<file path="src/sv/php_pkg.sv">
// Package for the PES header parser: phase codes, result item type, field decode helpers.
package php_pkg;

	typedef enum logic [4:0] {
		PH_HUNT     = 5'd0,
		PH_PREFIX   = 5'd1,
		PH_SID      = 5'd2,
		PH_LEN      = 5'd3,
		PH_FLAGS    = 5'd4,
		PH_HDL      = 5'd5,
		PH_TS1      = 5'd6,
		PH_TS2      = 5'd7,
		PH_ESCR     = 5'd8,
		PH_RATE     = 5'd9,
		PH_TRICK    = 5'd10,
		PH_COPY     = 5'd11,
		PH_CRC      = 5'd12,
		PH_EXT      = 5'd13,
		PH_PRIV     = 5'd14,
		PH_PACKLEN  = 5'd15,
		PH_PACKSKIP = 5'd16,
		PH_SEQ      = 5'd17,
		PH_STD      = 5'd18,
		PH_X2LEN    = 5'd19,
		PH_X2SKIP   = 5'd20,
		PH_STUFF    = 5'd21,
		PH_SUB      = 5'd22,
		PH_PAYLOAD  = 5'd23,
		PH_M1PRE    = 5'd24,
		PH_M1POST   = 5'd25,
		PH_M1STD    = 5'd26,
		PH_M1TS1    = 5'd27,
		PH_M1TS2    = 5'd28
	} phase_t;

	localparam logic [3:0] KIND_SID     = 4'd0;
	localparam logic [3:0] KIND_LEN     = 4'd1;
	localparam logic [3:0] KIND_FLAGS   = 4'd2;
	localparam logic [3:0] KIND_PTS     = 4'd3;
	localparam logic [3:0] KIND_DTS     = 4'd4;
	localparam logic [3:0] KIND_ESCR    = 4'd5;
	localparam logic [3:0] KIND_RATE    = 4'd6;
	localparam logic [3:0] KIND_TRICK   = 4'd7;
	localparam logic [3:0] KIND_COPY    = 4'd8;
	localparam logic [3:0] KIND_CRC     = 4'd9;
	localparam logic [3:0] KIND_PRIV    = 4'd10;
	localparam logic [3:0] KIND_SEQ     = 4'd11;
	localparam logic [3:0] KIND_STD     = 4'd12;
	localparam logic [3:0] KIND_SUB     = 4'd13;
	localparam logic [3:0] KIND_PAYLOAD = 4'd14;
	localparam logic [3:0] KIND_STATUS  = 4'd15;

	localparam logic [2:0] ERR_NONE     = 3'd0;
	localparam logic [2:0] ERR_START    = 3'd1;
	localparam logic [2:0] ERR_TOO_LONG = 3'd2;
	localparam logic [2:0] ERR_MARKER   = 3'd3;
	localparam logic [2:0] ERR_PTS_PFX  = 3'd4;
	localparam logic [2:0] ERR_DTS_PFX  = 3'd5;
	localparam logic [2:0] ERR_STD_PFX  = 3'd6;
	localparam logic [2:0] ERR_NEG_PAY  = 3'd7;

	localparam logic CFG_MODE    = 1'b0;
	localparam logic CFG_MAX_LEN = 1'b1;

	localparam logic [7:0] SID_PRIV1 = 8'hBD;
	localparam logic [7:0] SID_PRIV2 = 8'hBF;
	localparam logic [7:0] M1_SKIP_BYTE = 8'h0F;

	typedef struct packed {
		logic [3:0]  kind;
		logic [32:0] value;
		logic [8:0]  extra;
		logic [2:0]  err;
		logic        last;
	} res_t;

	function automatic res_t mk_res(logic [3:0] kind, logic [32:0] value, logic [8:0] extra,
			logic [2:0] err);
		res_t r;
		r.kind  = kind;
		r.value = value;
		r.extra = extra;
		r.err   = err;
		r.last  = 1'b0;
		return r;
	endfunction

	function automatic logic [32:0] stamp(logic [47:0] w);
		return {w[35:33], w[31:17], w[15:1]};
	endfunction

	function automatic logic special_stream(logic [7:0] id);
		return id == 8'hBC || id == 8'hBE || id == 8'hBF || id == 8'hF0 ||
			id == 8'hF1 || id == 8'hF2 || id == 8'hF8 || id == 8'hFF;
	endfunction

	function automatic logic wanted(logic [4:0] p, logic [15:0] flags, logic [7:0] skip,
			logic [15:0] used, logic [7:0] hlen, logic [7:0] sid);
		logic w;
		unique case (p)
			PH_TS1:      w = flags[7];
			PH_TS2:      w = flags[7:6] == 2'b11;
			PH_ESCR:     w = flags[5];
			PH_RATE:     w = flags[4];
			PH_TRICK:    w = flags[3];
			PH_COPY:     w = flags[2];
			PH_CRC:      w = flags[1];
			PH_EXT:      w = flags[0];
			PH_PRIV:     w = flags[15];
			PH_PACKLEN:  w = flags[14];
			PH_PACKSKIP: w = flags[14] && skip != 8'd0;
			PH_SEQ:      w = flags[13];
			PH_STD:      w = flags[12];
			PH_X2LEN:    w = flags[8];
			PH_X2SKIP:   w = flags[8] && skip != 8'd0;
			PH_STUFF:    w = used < {8'd0, hlen};
			PH_SUB:      w = sid == SID_PRIV1;
			default:     w = 1'b1;
		endcase
		return w;
	endfunction

	function automatic phase_t adv_phase(phase_t cur, logic [15:0] flags, logic [7:0] skip,
			logic [15:0] used, logic [7:0] hlen, logic [7:0] sid);
		phase_t r;
		logic   found;
		r = PH_PAYLOAD;
		found = 1'b0;
		for (int i = PH_TS1; i <= PH_SUB; i++) begin
			if (!found && 5'(i) > cur && wanted(5'(i), flags, skip, used, hlen, sid)) begin
				r = phase_t'(5'(i));
				found = 1'b1;
			end
		end
		return r;
	endfunction

endpackage

</file>
<file path="src/sv/pes_header_parser.sv">
// PES header parser top level: byte-wise parse state and a two-entry result queue.
// A byte's result item is written into the result queue when the byte is accepted.
// Throughput: one byte per cycle while in_stall is low; each byte yields at most one result item.
// The parse state updates in the accepting cycle; a two-entry queue holds results.
// Reset: parser hunts for a start code, all state zero, mode MPEG-2, limit 65535.
module pes_header_parser import php_pkg::*; (
	input  logic        clk,
	input  logic        arst_n,
	input  logic        in_valid,
	output logic        in_stall,
	input  logic [7:0]  data_byte,
	input  logic        cfg_we,
	input  logic        cfg_index,
	input  logic [15:0] cfg_data,
	output logic        out_valid,
	input  logic        out_stall,
	output logic [3:0]  field_kind,
	output logic [32:0] field_value,
	output logic [8:0]  field_extra,
	output logic [2:0]  error_code,
	output logic        last_of_packet
);

	phase_t      phase_q, nphase;
	logic [23:0] ss_q, nss;
	logic [39:0] acc_q, nacc;
	logic [4:0]  bif_q, nbif;
	logic [7:0]  sid_q, nsid;
	logic [7:0]  hlen_q, nhlen;
	logic [15:0] used_q, nused;
	logic [15:0] flag_q, nflag;
	logic [7:0]  skip_q, nskip;
	logic [15:0] prem_q, nprem;
	logic        mode_q;
	logic [15:0] max_len_q;

	res_t        fifo_q [2];
	logic        wp_q, rp_q;
	logic [1:0]  cnt_q;

	logic        has_res, fail_c, do_adv, in_acc, out_acc;
	logic [2:0]  fail_code;
	res_t        res;
	logic [47:0] w;
	logic [4:0]  n;
	logic [7:0]  b;
	logic [1:0]  pd;

	assign b = data_byte;
	assign pd = flag_q[7:6];
	assign in_stall = cnt_q == 2'd2;
	assign in_acc = in_valid && !in_stall;
	assign out_valid = cnt_q != 2'd0;
	assign out_acc = out_valid && !out_stall;

	always_comb begin
		nphase = phase_q;
		nss = ss_q;
		nacc = acc_q;
		nbif = bif_q;
		nsid = sid_q;
		nhlen = hlen_q;
		nused = used_q;
		nflag = flag_q;
		nskip = skip_q;
		nprem = prem_q;
		has_res = 1'b0;
		res = mk_res(KIND_STATUS, 33'd0, 9'd0, ERR_NONE);
		fail_c = 1'b0;
		fail_code = ERR_NONE;
		do_adv = 1'b0;
		w = 48'd0;

		if (phase_q >= PH_FLAGS && prem_q != 16'd0)
			nprem = prem_q - 16'd1;
		if (phase_q >= PH_TS1 && phase_q <= PH_X2SKIP && used_q != 16'hFFFF)
			nused = used_q + 16'd1;
		if (phase_q >= PH_LEN) begin
			w = {acc_q, b};
			nacc = w[39:0];
			nbif = bif_q + 5'd1;
		end
		n = nbif;

		unique case (phase_q)
			PH_HUNT: begin
				nss = {ss_q[15:0], b};
				if (bif_q < 5'd3)
					nbif = bif_q + 5'd1;
				if (nbif >= 5'd3 && nss == 24'd1) begin
					nphase = PH_SID;
					nbif = 5'd0;
				end
			end
			PH_PREFIX: begin
				if (b != ((bif_q == 5'd2) ? 8'd1 : 8'd0)) begin
					fail_c = 1'b1;
					fail_code = ERR_START;
				end else if (bif_q >= 5'd2) begin
					nphase = PH_SID;
					nbif = 5'd0;
				end else begin
					nbif = bif_q + 5'd1;
				end
			end
			PH_SID: begin
				nsid = b;
				has_res = 1'b1;
				res = mk_res(KIND_SID, {25'd0, b}, 9'd0, ERR_NONE);
				nflag = 16'd0;
				nhlen = 8'd0;
				nused = 16'd0;
				nskip = 8'd0;
				nphase = PH_LEN;
				nbif = 5'd0;
				nacc = 40'd0;
			end
			PH_LEN: begin
				if (n == 5'd2) begin
					has_res = 1'b1;
					res = mk_res(KIND_LEN, {17'd0, w[15:0]}, 9'd0, ERR_NONE);
					if (w[15:0] > max_len_q) begin
						fail_c = 1'b1;
						fail_code = ERR_TOO_LONG;
					end else begin
						nprem = w[15:0];
						nbif = 5'd0;
						nacc = 40'd0;
						if (mode_q)
							nphase = special_stream(sid_q) ? PH_PAYLOAD : PH_FLAGS;
						else
							nphase = (sid_q == SID_PRIV2) ? PH_PAYLOAD : PH_M1PRE;
					end
				end
			end
			PH_FLAGS: begin
				if (n == 5'd1) begin
					if (b[7:6] != 2'b10) begin
						fail_c = 1'b1;
						fail_code = ERR_MARKER;
					end
				end else begin
					has_res = 1'b1;
					res = mk_res(KIND_FLAGS, {17'd0, w[15:0]}, 9'd0, ERR_NONE);
					nflag = {8'd0, b};
					nphase = PH_HDL;
					nbif = 5'd0;
				end
			end
			PH_HDL: begin
				nhlen = b;
				nused = 16'd0;
				do_adv = 1'b1;
			end
			PH_TS1: begin
				if (n == 5'd1 && b[7:4] != {2'b00, pd}) begin
					fail_c = 1'b1;
					fail_code = ERR_PTS_PFX;
				end else if (n == 5'd5) begin
					has_res = 1'b1;
					res = mk_res(KIND_PTS, stamp(w), 9'd0, ERR_NONE);
					do_adv = 1'b1;
				end
			end
			PH_TS2: begin
				if (n == 5'd1 && b[7:4] != 4'd1) begin
					fail_c = 1'b1;
					fail_code = ERR_DTS_PFX;
				end else if (n == 5'd5) begin
					has_res = 1'b1;
					res = mk_res(KIND_DTS, stamp(w), 9'd0, ERR_NONE);
					do_adv = 1'b1;
				end
			end
			PH_ESCR: begin
				if (n == 5'd6) begin
					has_res = 1'b1;
					res = mk_res(KIND_ESCR, {w[45:43], w[41:27], w[25:11]}, w[9:1], ERR_NONE);
					do_adv = 1'b1;
				end
			end
			PH_RATE: begin
				if (n == 5'd3) begin
					has_res = 1'b1;
					res = mk_res(KIND_RATE, {11'd0, w[22:1]}, 9'd0, ERR_NONE);
					do_adv = 1'b1;
				end
			end
			PH_TRICK: begin
				has_res = 1'b1;
				res = mk_res(KIND_TRICK, {28'd0, b[4:0]}, {6'd0, b[7:5]}, ERR_NONE);
				do_adv = 1'b1;
			end
			PH_COPY: begin
				has_res = 1'b1;
				res = mk_res(KIND_COPY, {26'd0, b[6:0]}, 9'd0, ERR_NONE);
				do_adv = 1'b1;
			end
			PH_CRC: begin
				if (n == 5'd2) begin
					has_res = 1'b1;
					res = mk_res(KIND_CRC, {17'd0, w[15:0]}, 9'd0, ERR_NONE);
					do_adv = 1'b1;
				end
			end
			PH_EXT: begin
				nflag = {b, flag_q[7:0]};
				do_adv = 1'b1;
			end
			PH_PRIV: begin
				has_res = 1'b1;
				res = mk_res(KIND_PRIV, {25'd0, b}, 9'd0, ERR_NONE);
				if (n >= 5'd16)
					do_adv = 1'b1;
			end
			PH_PACKLEN: begin
				nskip = b;
				do_adv = 1'b1;
			end
			PH_SEQ: begin
				if (n == 5'd2) begin
					has_res = 1'b1;
					res = mk_res(KIND_SEQ, {26'd0, w[14:8]}, {2'd0, b[6:0]}, ERR_NONE);
					do_adv = 1'b1;
				end
			end
			PH_STD: begin
				if (n == 5'd1 && b[7:6] != 2'b01) begin
					fail_c = 1'b1;
					fail_code = ERR_STD_PFX;
				end else if (n == 5'd2) begin
					has_res = 1'b1;
					res = mk_res(KIND_STD, {20'd0, w[12:0]}, {8'd0, w[13]}, ERR_NONE);
					do_adv = 1'b1;
				end
			end
			PH_X2LEN: begin
				nskip = {1'b0, b[6:0]};
				do_adv = 1'b1;
			end
			PH_PACKSKIP, PH_X2SKIP, PH_STUFF: begin
				if (skip_q != 8'd0)
					nskip = skip_q - 8'd1;
				if (nskip == 8'd0)
					do_adv = 1'b1;
			end
			PH_SUB: begin
				if (n == 5'd4) begin
					has_res = 1'b1;
					res = mk_res(KIND_SUB, {1'b0, w[31:0]}, 9'd0, ERR_NONE);
					do_adv = 1'b1;
				end
			end
			PH_PAYLOAD: begin
				has_res = 1'b1;
				res = mk_res(KIND_PAYLOAD, {25'd0, b}, 9'd0, ERR_NONE);
			end
			PH_M1PRE, PH_M1POST: begin
				nacc = {32'd0, b};
				nbif = 5'd1;
				if (phase_q == PH_M1PRE && b[7]) begin
					// stuffing byte
				end else if (phase_q == PH_M1PRE && b[7:6] == 2'b01) begin
					nphase = PH_M1STD;
				end else if (b[7:4] == 4'd2 || b[7:4] == 4'd3) begin
					nflag = {8'd0, b[5:4], 6'd0};
					nphase = PH_M1TS1;
				end else if (b == M1_SKIP_BYTE) begin
					nphase = PH_PAYLOAD;
				end else begin
					has_res = 1'b1;
					res = mk_res(KIND_PAYLOAD, {25'd0, b}, 9'd0, ERR_NONE);
					nphase = PH_PAYLOAD;
				end
			end
			PH_M1STD: begin
				if (n == 5'd2) begin
					has_res = 1'b1;
					res = mk_res(KIND_STD, {20'd0, w[12:0]}, {8'd0, w[13]}, ERR_NONE);
					nphase = PH_M1POST;
					nbif = 5'd0;
				end
			end
			PH_M1TS1: begin
				if (n == 5'd5) begin
					has_res = 1'b1;
					res = mk_res(KIND_PTS, stamp(w), 9'd0, ERR_NONE);
					nphase = (pd == 2'b11) ? PH_M1TS2 : PH_PAYLOAD;
					nbif = 5'd0;
					nacc = 40'd0;
				end
			end
			PH_M1TS2: begin
				if (n == 5'd1 && b[7:4] != 4'd1) begin
					fail_c = 1'b1;
					fail_code = ERR_DTS_PFX;
				end else if (n == 5'd5) begin
					has_res = 1'b1;
					res = mk_res(KIND_DTS, stamp(w), 9'd0, ERR_NONE);
					nphase = PH_PAYLOAD;
					nbif = 5'd0;
				end
			end
			default: begin
				nphase = PH_HUNT;
				nbif = 5'd0;
				nss = 24'd0;
			end
		endcase

		if (!fail_c && do_adv) begin
			nphase = adv_phase(phase_q, nflag, nskip, nused, nhlen, nsid);
			nbif = 5'd0;
			nacc = 40'd0;
			if (nphase == PH_STUFF)
				nskip = nhlen - nused[7:0];
		end

		if (!fail_c && nphase >= PH_FLAGS && nphase <= PH_M1TS2 && nprem == 16'd0) begin
			if (nphase == PH_PAYLOAD || nphase == PH_M1PRE || nphase == PH_M1POST) begin
				if (!has_res)
					res = mk_res(KIND_STATUS, 33'd0, 9'd0, ERR_NONE);
				has_res = 1'b1;
				res.last = 1'b1;
				nphase = PH_PREFIX;
				nbif = 5'd0;
				nacc = 40'd0;
			end else begin
				fail_c = 1'b1;
				fail_code = ERR_NEG_PAY;
			end
		end

		if (fail_c) begin
			has_res = 1'b1;
			res = mk_res(KIND_STATUS, 33'd0, 9'd0, fail_code);
			res.last = 1'b1;
			nphase = PH_HUNT;
			nacc = 40'd0;
			if (phase_q == PH_PREFIX) begin
				nss = {16'd0, b};
				nbif = 5'd1;
			end else begin
				nss = 24'd0;
				nbif = 5'd0;
			end
		end
	end

	always_ff @(posedge clk or negedge arst_n) begin
		if (!arst_n) begin
			phase_q <= PH_HUNT;
			ss_q <= '0;
			acc_q <= '0;
			bif_q <= '0;
			sid_q <= '0;
			hlen_q <= '0;
			used_q <= '0;
			flag_q <= '0;
			skip_q <= '0;
			prem_q <= '0;
			mode_q <= 1'b1;
			max_len_q <= 16'hFFFF;
		end else begin
			if (in_acc) begin
				phase_q <= nphase;
				ss_q <= nss;
				acc_q <= nacc;
				bif_q <= nbif;
				sid_q <= nsid;
				hlen_q <= nhlen;
				used_q <= nused;
				flag_q <= nflag;
				skip_q <= nskip;
				prem_q <= nprem;
			end
			if (cfg_we) begin
				unique case (cfg_index)
					CFG_MODE:    mode_q <= cfg_data[0];
					CFG_MAX_LEN: max_len_q <= cfg_data;
					default:     ;
				endcase
			end
		end
	end

	always_ff @(posedge clk or negedge arst_n) begin
		if (!arst_n) begin
			wp_q <= 1'b0;
			rp_q <= 1'b0;
			cnt_q <= 2'd0;
		end else begin
			if (in_acc && has_res)
				wp_q <= ~wp_q;
			if (out_acc)
				rp_q <= ~rp_q;
			cnt_q <= cnt_q + {1'b0, in_acc && has_res} - {1'b0, out_acc};
		end
	end

	always_ff @(posedge clk) begin
		if (in_acc && has_res)
			fifo_q[wp_q] <= res;
	end

	assign field_kind = fifo_q[rp_q].kind;
	assign field_value = fifo_q[rp_q].value;
	assign field_extra = fifo_q[rp_q].extra;
	assign error_code = fifo_q[rp_q].err;
	assign last_of_packet = fifo_q[rp_q].last;

endmodule
</file>
<file path="config.mk">
export PLATFORM = sky130hd
export DESIGN_NAME = pes_header_parser
export DESIGN_NICKNAME = d
export VERILOG_FILES = /design/src/sv/php_pkg.sv /design/src/sv/pes_header_parser.sv
export SDC_FILE = /design/constraint.sdc
export NUM_CORES = 1
export LEC_CHECK = 0
export BUFFER_PORTS_ARGS = -buffer_cell sky130_fd_sc_hd__buf_2
export CORE_MARGIN = 5
export CORE_UTILIZATION = 35
export CTS_BUF_LIST = sky130_fd_sc_hd__clkbuf_4 sky130_fd_sc_hd__clkbuf_8 sky130_fd_sc_hd__clkbuf_16
export CTS_CLUSTER_SIZE = 28
export DETAILED_ROUTE_END_ITERATION = 10
export PLACE_DENSITY_LB_ADDON = 0.08
export SYNTH_ARGS = -nofsm -noshare
export SYNTH_HDL_FRONTEND = slang
export SYNTH_SLANG_ARGS = --single-unit
</file>
<file path="constraint.sdc">
create_clock -name clk -period 16.1 [get_ports clk]
set_input_delay 3.22 -clock clk [delete_from_list [all_inputs] [get_ports clk]]
set_output_delay 3.22 -clock clk [all_outputs]
set_load 0.005 [all_outputs]
</file>
==> impl_metrics.env <==
export IMPL_ys_seq_area_share_pct=42.12
export IMPL_grt_ovfl_total=0
export IMPL_stdcell_area_um2=18260
export IMPL_p_int_mw=1.988
export IMPL_std_cell_rows=79
export IMPL_grt_antenna_before_repair=0
export IMPL_detailroute_via_count=14270
export IMPL_cts_inserted_buffers=34
export IMPL_syn_instance_count=1730
export IMPL_final_net_count=1819
export IMPL_synth_top_area_cell="dfrtp_1"
export IMPL_area_delta_synth_final_pct=12.24
export IMPL_ff2ff_setup_slack_ps=9500
export IMPL_critical_path_arrival_ps=8180
export IMPL_critPathCaptureType="register"
export IMPL_worstHoldEndpoint="flag_q[12]"
export IMPL_worst_skew_late_latency_ps=560
export IMPL_post_synth_cell_area_avg_um2=9.404
export IMPL_post_synth_num_cell_types=101
export IMPL_final_min_period_over_clock_period_pct=47.91
export IMPL_criticalPathCategory="in2reg"
export IMPL_timing_max_transition_violations_final=0
export IMPL_tritoncts="done"
export IMPL_drt_vias_per_instance=5.992
export IMPL_floorplan_die_width_um=225.6
export IMPL_hold_path_startpoint="flag_q[12]"
export IMPL_path_common_cell="ha_1"
export IMPL_worst_ep_required_time_ps=16570
export IMPL_floorplan_initialDensity_pct=35.17
export IMPL_clockPowerShare_pct=19.9
export IMPL_outcome="complete, no violations"
export IMPL_clock_skew_final_ps=31.24
export IMPL_port_buffer_count=81
export IMPL_yosys_register_bits=253
export IMPL_netlist_area_um2=16270
export IMPL_pwr_share_seq_pct=27.8
export IMPL_rr_worst_depth=17
export IMPL_first_global_vias=13850
export IMPL_mostFrequentLayoutCell="nand2_1"
export IMPL_max_slew_worst_pin_slew_ps=1302
export IMPL_routedWlPerCell_um=24.01
export IMPL_place_detailed_instances=2319
export IMPL_setup_violations=0
export IMPL_post_route_drc_count=0
export IMPL_ctsHoldBuffers=0
export IMPL_async_s_r_ff_share_synth_pct=60.47
export IMPL_critPathLaunchType="input port"
export IMPL_gp_routability_congestion=0.9431
export IMPL_p_leak_nw=7.201
export IMPL_largest_stage_delay_on_the_critical_path_ps=710
export IMPL_ir_drop_uv=89.94
export IMPL_finalWirelength_um=57200
export IMPL_clock_sinks=253
export IMPL_path_cells="buf_2 > inv_1 > nor2_1 > ha_1 > a211oi_1 > o21ai_0 > a211o_1 > nand2_1 > nor2_1 > nor2b_1 > clkinv_1 > nor2_4 > inv_2 > o21ai_1 > ha_1 > inv_1 > ha_1 > xnor2_1 > xnor2_1"
export IMPL_min_path_cells=2
export IMPL_yosys_warnings=0
export IMPL_rr_endpoint="fifo_q[1][22]"
export IMPL_r2r_start="phase_q[4]"
export IMPL_synthesis_nets=1801
export IMPL_grt_first_pass_wirelength_um=87290
export IMPL_cts_root_buffer_cell="clkbuf_16"
export IMPL_htreeDepth=2
export IMPL_hold_viol=0
export IMPL_dpl_cell_area_um2=17170
export IMPL_timing_hold_worst_class="reg2reg"
export IMPL_drt_first_pass_iters=11
export IMPL_finalSetupTns_ps=0
export IMPL_cts_max_path_buffers=3
export IMPL_maxSlewHeadroom_pct=12.82
export IMPL_dieHeight_um=225.6
export IMPL_setup_repair_after_global_routing_missed_its_margin="false"
export IMPL_drtAntennaViolNets=0
export IMPL_synth_area_leaders="dfrtp_1 (21%), edfxtp_1 (18%), mux2_2 (5.1%), a22o_1 (4.0%), nand2_1 (3.9%)"
export IMPL_mostFrequentLayoutCells="nand2_1 (169), dfrtp_1 (135), nor2_1 (133)"
export IMPL_cts_clk_slew_worst_paths_ps=60
export IMPL_slowest_stage="clkinv_1"
export IMPL_sw_frac_of_total_pct=46.21
export IMPL_post_dp_hpwl_um=39610
export IMPL_largest_net_degree_at_the_start_of_global_routing=85
export IMPL_finalCriticalPeriod_ps=7713
export IMPL_dieArea_um2=50900
export IMPL_max_freq_ghz=0.1297
export IMPL_timing_critical_path_fanout_max=18
export IMPL_core_area_um2=46260
export IMPL_post_cts_buffers=0
export IMPL_grt_total_usage_pct=21.97
export IMPL_ctsResizeCount=0
export IMPL_drive_above_1_share_pct=17.19
export IMPL_power_density_cell_area_nw_per_um2=202.4
export IMPL_power_net_switching_mw=1.707
export IMPL_fin_cells=2382
export IMPL_synth_enable_flop_cells=100
export IMPL_fillCellCount=4687
export IMPL_top_level_ports=82
export IMPL_share_comb_of_total_power_pct=52.3
export IMPL_max_cap_violations=0
export IMPL_ys_flop_type="dfrtp_1"
export IMPL_drt_first_iter_violations=1606
export IMPL_synth_largest_type_area_fraction_pct=20.92
## routing by layer
layer	global-route usage [%]	share of wire (%)
met5	0	0
met4	8.493	3.8
met3	2.704	5.7
met2	35.47	47
met1	30.30	44
## cell families after synthesis
group           Yosys count  synth area share [%]
compound gates          544                 24.47
xor+xnor                 33                 1.777
fa+ha+maj                42                 3.261
buf+inv                 192                 4.760
flops                   253                 42.12
mux                      89                 6.037
simple gates            577                 17.57
## how the worst max path moves through the flow
stage / from / end / slack [ps]
after floorplan: data_byte[6] / fifo_q[0][0] / 7610
after global placement: data_byte[3] / cnt_q[1] / 8030
after detailed placement: data_byte[7] / cnt_q[1] / 7900
after CTS: data_byte[7] / cnt_q[1] / 8450
after global routing: data_byte[3] / cnt_q[1] / 8110
final: data_byte[3] / cnt_q[1] / 8390
## final cells by class
type	count	area (µm²)	share of cell area (%)
repair buffers	111	636.9	3.488
clock inverters	19	152.6	0.8360
multi-input cells	1285	8682	47.55
diodes	1	2.502	0.01370
well taps	607	759.5	4.159
flip-flops and latches	253	6854	37.54
inverters	63	236.5	1.295
clock buffers	43	935.9	5.125
## Yosys cell counts, types with 16 or more instances
library cell and instances:
nand3_1 46, or3_1 19, o31ai_1 16, buf_2 16, nand2_1 170, a22oi_1 33
clkbuf_1 99, a22o_1 75, a21oi_1 82, ha_1 40, mux2_2 73, a31oi_1 19
nor4_1 18, dfrtp_1 136, a211oi_1 20, nor3_1 49, mux2i_1 16, inv_1 60
nor2_1 136, and2_1 17, dfstp_2 17, a222oi_1 20, xnor2_1 21, edfxtp_1 100
nor2b_1 21, o21ai_0 114
## through the flow
step | setup WS [ps] | total power [mW] | hold WS, ps | util [%]
after CTS | 8451 | 3.705 | 480.7 | 39.47
after global routing | 8112 | 3.923 | 509.5 | 39.47
after floorplan | 7612 | 2.320 | 443.6 | -
final | 8387 | 3.695 | 479.0 | 39.47
after detailed placement | 7896 | 2.946 | 468.6 | 37.11
after global placement | 8030 | 2.954 | 464.5 | 37.11
## worst max-delay path: cells and delay by family
family | cells | cell delay, ps
adders and majority gates | 3 | 810
and+or+nand+nor | 5 | 1310
xor gates and xnor gates | 2 | 270
buffers and inverters | 5 | 1410
AOI/OAI and AO/OA | 4 | 1160
## flip-flops by register name, indices dropped and copies added (netlist names)
name and cells:
fifo_q 100, bif_q 5, mode_q 1, ss_q 16, rp_q 1, prem_q 16, flag_q 13, used_q 16
skip_q 8, acc_q 37, wp_q 1, phase_q 5, max_len_q 16, hlen_q 8, cnt_q 2, sid_q 8
## power by group through the flow
stage	registers, mW	clock network [mW]	logic, mW
detailed placement	1.04	0	1.91
floorplan	0.973	0	1.35
finish	1.03	0.736	1.93
CTS	1.03	0.759	1.92
global route	1.05	0.785	2.09
global placement	1.04	0	1.92
No activity file was read; power rests on OpenSTA's default activity.
